[config.mk]
export PLATFORM = sky130hd
export DESIGN_NAME = snfa_ctrl
export DESIGN_NICKNAME = d
export VERILOG_FILES = /design/src/sv/snfa_pkg.sv /design/src/sv/snfa_ctrl.sv
export SDC_FILE = /design/constraint.sdc
export NUM_CORES = 1
export LEC_CHECK = 0
export ABC_AREA = 1
export ABC_CLOCK_PERIOD_IN_PS = 1300
export BUFFER_PORTS_ARGS = -buffer_cell sky130_fd_sc_hd__buf_2
export CAP_MARGIN = 20
export CORE_AREA = 2 2 39 41
export DETAILED_ROUTE_END_ITERATION = 8
export DIE_AREA = 0 0 41 43
export PLACE_DENSITY = 0.5
export SKIP_CTS_REPAIR_TIMING = 1
export SLEW_MARGIN = 30
export SYNTH_ARGS = -nofsm -noshare
export SYNTH_HDL_FRONTEND = slang
export SYNTH_SLANG_ARGS = --single-unit
[constraint.sdc]
create_clock -name clock -period 1.3 [get_ports clock]
set_input_delay 0 -clock clock [delete_from_list [all_inputs] [get_ports clock]]
set_output_delay 0 -clock clock [all_outputs]
set_load 0.005 [all_outputs]
[src/sv/snfa_pkg.sv]
// ----------------------------------------------------------------------------
// snfa_pkg
// Types and constants shared by the spring network force accumulator.
// ----------------------------------------------------------------------------
`default_nettype none

package snfa_pkg;

   // controller states
   typedef enum logic [3:0] {
      ST_CLEAR, ST_IDLE, ST_SQ, ST_SQRT, ST_MUL, ST_DIV, ST_FSAVE,
      ST_RD_A, ST_WR_A, ST_RD_B, ST_WR_B, ST_OUT_RD, ST_OUT_WR
   } state_type;

   // datapath commands
   typedef enum logic [3:0] {
      OP_NONE, OP_CLEAR, OP_LOAD, OP_SQ, OP_SQRT, OP_MUL, OP_DIV, OP_FSAVE,
      OP_RD_A, OP_WR_A, OP_RD_B, OP_WR_B, OP_OUT_RD, OP_OUT_WR
   } op_type;

   // datapath status back to the controller
   typedef struct packed {
      logic step_last;
      logic comp_last;
      logic sweep_last;
      logic end_of_set;
   } status_type;

   // one accumulator entry
   typedef struct packed {
      logic [47:0] fx;
      logic [47:0] fy;
      logic [47:0] fz;
      logic [15:0] cnt;
   } entry_type;

   localparam int STEP_W = 6;
   localparam logic [STEP_W-1:0] SQ_LAST   = 6'd3;
   localparam logic [STEP_W-1:0] SQRT_LAST = 6'd34;
   localparam logic [STEP_W-1:0] MUL_LAST  = 6'd5;
   localparam logic [STEP_W-1:0] DIV_LAST  = 6'd48;
   localparam logic [1:0]        COMP_LAST = 2'd2;

   localparam logic [47:0] FORCE_MAX = 48'h7FFF_FFFF_FFFF;
   localparam logic [47:0] FORCE_MIN = 48'h8000_0000_0000;
   localparam logic [15:0] COUNT_MAX = 16'hFFFF;

   // saturating signed 48-bit add
   function automatic logic [47:0] sat_add48(input logic [47:0] a, input logic [47:0] b);
      logic [48:0] s;
      s = {a[47], a} + {b[47], b};
      if (s[48] != s[47]) begin
         sat_add48 = s[48] ? FORCE_MIN : FORCE_MAX;
      end else begin
         sat_add48 = s[47:0];
      end
   endfunction

endpackage

`default_nettype wire

[src/sv/snfa_ctrl.sv]
// ----------------------------------------------------------------------------
// snfa_ctrl
// Sequencer: clearing pass, per-spring arithmetic, store update, readout.
// ----------------------------------------------------------------------------
`default_nettype none

module snfa_ctrl (
   input  wire logic                 clock,
   input  wire logic                 reset,
   input  wire logic                 start,
   output logic                      busy,
   input  wire snfa_pkg::status_type status,
   output snfa_pkg::op_type          op
);

   snfa_pkg::state_type state_ff, state_in;

   always_ff @(posedge clock) begin
      if (reset) begin
         state_ff <= snfa_pkg::ST_CLEAR;
      end else begin
         state_ff <= state_in;
      end
   end

   // next state
   always_comb begin
      state_in = state_ff;
      unique case (state_ff)
         snfa_pkg::ST_CLEAR:  if (status.sweep_last) state_in = snfa_pkg::ST_IDLE;
         snfa_pkg::ST_IDLE:   if (start) state_in = snfa_pkg::ST_SQ;
         snfa_pkg::ST_SQ:     if (status.step_last) state_in = snfa_pkg::ST_SQRT;
         snfa_pkg::ST_SQRT:   if (status.step_last) state_in = snfa_pkg::ST_MUL;
         snfa_pkg::ST_MUL:    if (status.step_last) state_in = snfa_pkg::ST_DIV;
         snfa_pkg::ST_DIV:    if (status.step_last) state_in = snfa_pkg::ST_FSAVE;
         snfa_pkg::ST_FSAVE:  state_in = status.comp_last ? snfa_pkg::ST_RD_A
                                                          : snfa_pkg::ST_MUL;
         snfa_pkg::ST_RD_A:   state_in = snfa_pkg::ST_WR_A;
         snfa_pkg::ST_WR_A:   state_in = snfa_pkg::ST_RD_B;
         snfa_pkg::ST_RD_B:   state_in = snfa_pkg::ST_WR_B;
         snfa_pkg::ST_WR_B:   state_in = status.end_of_set ? snfa_pkg::ST_OUT_RD
                                                           : snfa_pkg::ST_IDLE;
         snfa_pkg::ST_OUT_RD: state_in = snfa_pkg::ST_OUT_WR;
         snfa_pkg::ST_OUT_WR: state_in = status.sweep_last ? snfa_pkg::ST_IDLE
                                                           : snfa_pkg::ST_OUT_RD;
         default:             state_in = snfa_pkg::ST_CLEAR;
      endcase
   end

   // outputs
   always_comb begin
      busy = (state_ff != snfa_pkg::ST_IDLE);
      unique case (state_ff)
         snfa_pkg::ST_CLEAR:  op = snfa_pkg::OP_CLEAR;
         snfa_pkg::ST_IDLE:   op = start ? snfa_pkg::OP_LOAD : snfa_pkg::OP_NONE;
         snfa_pkg::ST_SQ:     op = snfa_pkg::OP_SQ;
         snfa_pkg::ST_SQRT:   op = snfa_pkg::OP_SQRT;
         snfa_pkg::ST_MUL:    op = snfa_pkg::OP_MUL;
         snfa_pkg::ST_DIV:    op = snfa_pkg::OP_DIV;
         snfa_pkg::ST_FSAVE:  op = snfa_pkg::OP_FSAVE;
         snfa_pkg::ST_RD_A:   op = snfa_pkg::OP_RD_A;
         snfa_pkg::ST_WR_A:   op = snfa_pkg::OP_WR_A;
         snfa_pkg::ST_RD_B:   op = snfa_pkg::OP_RD_B;
         snfa_pkg::ST_WR_B:   op = snfa_pkg::OP_WR_B;
         snfa_pkg::ST_OUT_RD: op = snfa_pkg::OP_OUT_RD;
         snfa_pkg::ST_OUT_WR: op = snfa_pkg::OP_OUT_WR;
         default:             op = snfa_pkg::OP_NONE;
      endcase
   end

endmodule

`default_nettype wire

==> results of run 1 <==
## kinds of logic (layout without fill, tap and decap cells)
| family | after synthesis | count (layout) | synth area share |
|---|---|---|---|
| DFF | 4 | 4 | 0.1823 |
| AOI/OAI and AO/OA | 12 | 12 | 0.1795 |
| and+or+nand+nor | 45 | 45 | 0.5014 |
| buffers and inverters | 14 | 30 | 0.1367 |
## worst paths after layout
kind	end	slack (ns)	cells after the start	startpoint
worst max-delay path	op[2]	0.02	6	state_ff[2]
worst min-delay path	state_ff[1]	0.07	4	status[3]
worst max register to register	state_ff[1]	0.12	6	state_ff[2]
worst min register to register	state_ff[0]	0.54	2	state_ff[0]
## cell usage after synthesis (all sizes together)
cell	count
nor2	13
o21bai	1
nand2	22
o21ai	2
a211oi	1
buf	2
or2	1
nand3b	2
a21oi	6
nand3	7
o2111ai	1
dfxtp	4
o21a	1
inv	12
## where the power goes
part,switching (mW),internal [mW]
logic,0.501,0.379
registers,0.103,0.197
clock network,0.0519,0.103
total,0.656,0.680
## critical path: stages, from the launching register on
cell and delay [ns]:
dfxtp_2 0.31, buf_6 0.13, nand2_2 0.06, a21oi_2 0.04, o21bai_4 0.17, or2_1 0.20
buf_2 0.12
## cell type report
| cell class | count | area [sq um] |
|---|---|---|
| clock buffers | 3 | 22.52 |
| flip-flops and latches | 4 | 92.59 |
| repair buffers | 15 | 91.34 |
| inverters | 12 | 47.55 |
| well taps | 16 | 20.02 |
| multi-input cells | 57 | 319.1 |
| fillers | 153 | 790.8 |
## per-layer routing
metal / global-route usage / wire [um]
met1: 0.1981 / 475
met2: 0.2000 / 561
met3: 0.03141 / 61
met4: 0.08000 / 8
met5: 0 / 0
==> reports/metrics.yaml, run 1 <==
hold_ws_ns: 0.07223
fin_ws_ns: 0.02417
layout_commonest_cell: "nand2_1"
firstDrtPassIters: 4
netlist.area_leader.share: 0.1823
fp-row-count: 14
core_sq_um: 1384
regMostFlops: "state_ff"
routedWlPerCell_um: 10.35
design_area_sq_um: 593.1
dpl.cell_count: 102
clockBufferDepth: 2
die_h_um: 43
timing.final.crit_share: 0.9814
tightest_slew_ns: 0.2354
required_ns: 1.30
status: "finished, final reports clean"
synthCells: 75
rsz0062_at_grt: "true"
path_class: "flop to primary output"
netlist_area_sq_um: 439.2
reg.largest.list: "state_ff: 4 flops"
final-max-slew-violation-count: 0
clock_skew_ns: 0.008124
yosys_warnings: 0
synth_fp_nets: 82
synth-seq-cells: 4
fin_setup_tns_ns: 0
fin_cells: 107
clock_sinks: 4
io_pins: 12
grt_overflow: 0
power.total_mw: 1.336
grt_max_degree: 9
fmax_ghz: 0.7838
cts_buffers: 3
grt_pass1_vias: 464
drc: 0
largest_reg_flops: 4
place_area_sq_um: 514.2
drive_gt1_frac: 0.4066
end_kind: "primary output"
cap_violations: 0
finalCriticalPeriod_ns: 1.276
die_area_sq_um: 1763
path_max_fanout: 6
grt_pass1_wl_mm: 1.766
leakagePower_nw: 0.3001
clock_latency_ns: 0.24
critPathLaunchType: "flop"
cts_max_level: 1
dp_hpwl_um: 851.7
cts-root-buf: "clkbuf_4"
port_buffers: 11
path_clk_slew_ns: 0.03
ant_nets: 0
ir_worst_vdd_mv: 0.9795
antenna_found_initial: 0
synth_cell_types: 20
yosys.area.top_type: "dfxtp_1"
first_iter_violations: 7
most-common-layout-cells: "nand2_1, buf_2, nor2_1, inv_1, nand3_1"
setup_violations: 0
hold_class: "primary input to flop"
area_growth_pct: 35.04
seq_area_frac_synth: 0.1823
synth.area.top_cells: "dfxtp_1, nand2_1, inv_1"
die_w_um: 41
globalplace.congestion: 0.8441
num_antenna_cells: 0
fin_nets: 100
cts_tree: "yes"
start_util: 0.3174
cp.arrival_ns: 1.28
grtUsageTotal: 0.1443
vias_per_cell: 4.748
via_count: 508
post-route-util: 0.4286
avgSynthCellArea_sq_um: 5.856
wl_mm: 1.107
powerDensity_nw_per_um2: 2252
dp_slack_ns: 0.01309
slew_headroom: 0.8421
finalHoldViolations: 0
No activity file was read; power rests on OpenSTA's default activity.
==> run 2, diff against run 1 <==
--- a/config.mk
+++ b/config.mk
@@ -6,13 +6,13 @@
 export NUM_CORES = 1
 export LEC_CHECK = 0
 export ABC_AREA = 1
-export ABC_CLOCK_PERIOD_IN_PS = 1300
+export ABC_CLOCK_PERIOD_IN_PS = 1100
 export BUFFER_PORTS_ARGS = -buffer_cell sky130_fd_sc_hd__buf_2
 export CAP_MARGIN = 20
 export CORE_AREA = 2 2 39 41
 export DETAILED_ROUTE_END_ITERATION = 8
 export DIE_AREA = 0 0 41 43
-export PLACE_DENSITY = 0.5
+export PLACE_DENSITY = 0.52
 export SKIP_CTS_REPAIR_TIMING = 1
 export SLEW_MARGIN = 30
 export SYNTH_ARGS = -nofsm -noshare
==> constraint.sdc (replaced) <==
create_clock -name clock -period 1.1 [get_ports clock]
set_input_delay 0 -clock clock [delete_from_list [all_inputs] [get_ports clock]]
set_output_delay 0 -clock clock [all_outputs]
set_load 0.005 [all_outputs]
==> run 2 against run 1 <==
Net effect:
- the flow now finishes with violations (negative setup slack)
- sequential share of layout area shrank 4.0 points
- combinational power up 91%
- count of clock-buffer cells in the layout unchanged
- sequential power increased by 15%
==> reports/metrics.yaml, run 2 (synthesized netlist as in run 1, its figures left out) <==
status: "finished with violations"
violations: "negative setup slack"
antenna_found_initial: 0  # unchanged
vias_per_cell: 4.736  # -0.26%
fin_setup_tns_ns: -1.087  # -1.087 ns
core_sq_um: 1384  # unchanged
end_kind: "primary output"
regMostFlops: "state_ff"
hold_class: "primary input to flop"
path_clk_slew_ns: 0.04  # about the same
firstDrtPassIters: 4  # unchanged
final-max-slew-violation-count: 0  # unchanged
tightest_slew_ns: 0.2133  # -0.02212 ns
globalplace.congestion: 0.8449  # about the same
place_area_sq_um: 614.3  # +19%
grt_pass1_vias: 483  # +4.1%
die_area_sq_um: 1763  # unchanged
ant_nets: 0  # unchanged
leakagePower_nw: 0.4152  # +38%
multi_input_area_sq_um: 386.6  # +21%
path_class: "flop to primary output"
largest_reg_flops: 4  # unchanged
critPathLaunchType: "flop"
die_w_um: 41  # unchanged
ir_worst_vdd_mv: 1.170  # +19%
drive_gt1_frac: 0.5714  # +0.1648
fin_nets: 114  # +14%
fillCellCount: 139  # -9.2%
num_antenna_cells: 0  # unchanged
fp-row-count: 14  # unchanged
cap_violations: 0  # unchanged
via_count: 573  # +13%
slowest_delay_ns: 0.32  # about the same
finalCriticalPeriod_ns: 1.318
critPathBufInv: 2  # unchanged
grt_max_degree: 10  # +1
critical-path-top-delay-family: "flip-flops"
first_iter_violations: 2  # -5
cts-root-buf: "clkbuf_4"
dp_hpwl_um: 998.6  # +17%
io_pins: 12  # unchanged
area_growth_pct: 82.34
clock_skew_ns: 0.003253  # -0.004871 ns
cts_buffers: 3  # unchanged
fmax_ghz: 0.7587
regArea_sq_um: 92.59  # unchanged
cts_tree: "yes"
grt_pass1_wl_mm: 1.959  # +11%
path_max_fanout: 9  # +3
design_area_sq_um: 800.8  # +35%
clock_sinks: 4  # unchanged
required_ns: 1.10  # -0.20 ns
drc: 0  # unchanged
layout_commonest_cell: "nand2_1"
reg.largest.list: "state_ff: 4 flops"
port_buffers: 11  # unchanged
powerDensity_nw_per_um2: 2755  # +22%
timing.final.crit_share: 1.198
fin_ws_ns: -0.2181  # -0.2423 ns
grt_overflow: 0  # unchanged
clock_latency_ns: 0.23  # about the same
clockBufferDepth: 2  # unchanged
critPathSlowestCell: "dfxtp_2"
most-common-layout-cells: "nand2_1, buf_4, buf_2"
routedWlPerCell_um: 11.37  # +9.9%
cts_max_level: 1  # unchanged
slew_headroom: 0.8569  # +0.01474
die_h_um: 43  # unchanged
crit_chain: "buf_12 -> nand2_2 -> a21oi_2 -> o21bai_4 -> or2_1 -> buf_2"
finalHoldViolations: 0  # unchanged
start_util: 0.3174  # unchanged
setup_violations: 9  # +9
grtUsageTotal: 0.1675  # +0.02321
wl_mm: 1.376  # +24%
dp_slack_ns: -0.1064  # -0.1195 ns
rsz0062_at_grt: "true"
cp.arrival_ns: 1.32  # +0.04 ns
-- run 2: cell types whose count changed in the layout (fill, tap and decap cells not counted), sizes merged --
cell,change
buf,+14
-- run 2: tightest hold or removal path: stages --
cell and delay [ns]:
buf_2 0.10, a211oi_2 0.04, inv_1 0.07, a21oi_2 0.05
-- run 2: where the power goes --
group          internal (mW)  total [mW]  switching [mW]
logic                  0.841        1.68           0.842
clock network          0.122       0.178          0.0565
registers              0.233       0.345           0.112
total                   1.20        2.21            1.01
-- run 2: stage by stage --
stage | power [mW] | hold WS [ns] | utilization | std cells
5_1_grt | 2.394 | 0.07845 | 0.5787 | 121
2_1_floorplan | 1.016 | 0.06244 | - | 75
6_report | 2.206 | 0.07251 | 0.5787 | 121
4_1_cts | 1.716 | -0.03240 | 0.4602 | 115
3_5_place_dp | 1.525 | 0.2180 | 0.4439 | 112
3_3_place_gp | 1.542 | 0.2205 | 0.4439 | 112
-- run 2: path summary, 6_finish.rpt --
| path | slack, ns | endpoint | cells past startpoint | start |
|---|---|---|---|---|
| max | -0.22 | op[2] | 6 | state_ff[2] |
| max reg2reg | -0.12 | state_ff[0] | 9 | state_ff[3] |
| min | 0.07 | state_ff[1] | 4 | status[3] |
| min reg2reg | 0.57 | state_ff[0] | 2 | state_ff[0] |
-- run 2: routing by layer --
metal  GRT usage  wire length [um]  vias to the layer above
met5           0                 0                        -
li1            -                 -                      302
met3     0.03141                31                        4
met2      0.2500               750                       11
met1      0.2115               562                      256
met4      0.1000                32                        0
-- run 2: layout make-up --
class	instances	area share
Multi-Input combinational cell	57	0.4828
Timing Repair Buffer	29	0.2859
Sequential cell	4	0.1156
Inverter	12	0.06250
Clock buffer	3	0.02812
Tap cell	16	0.02500
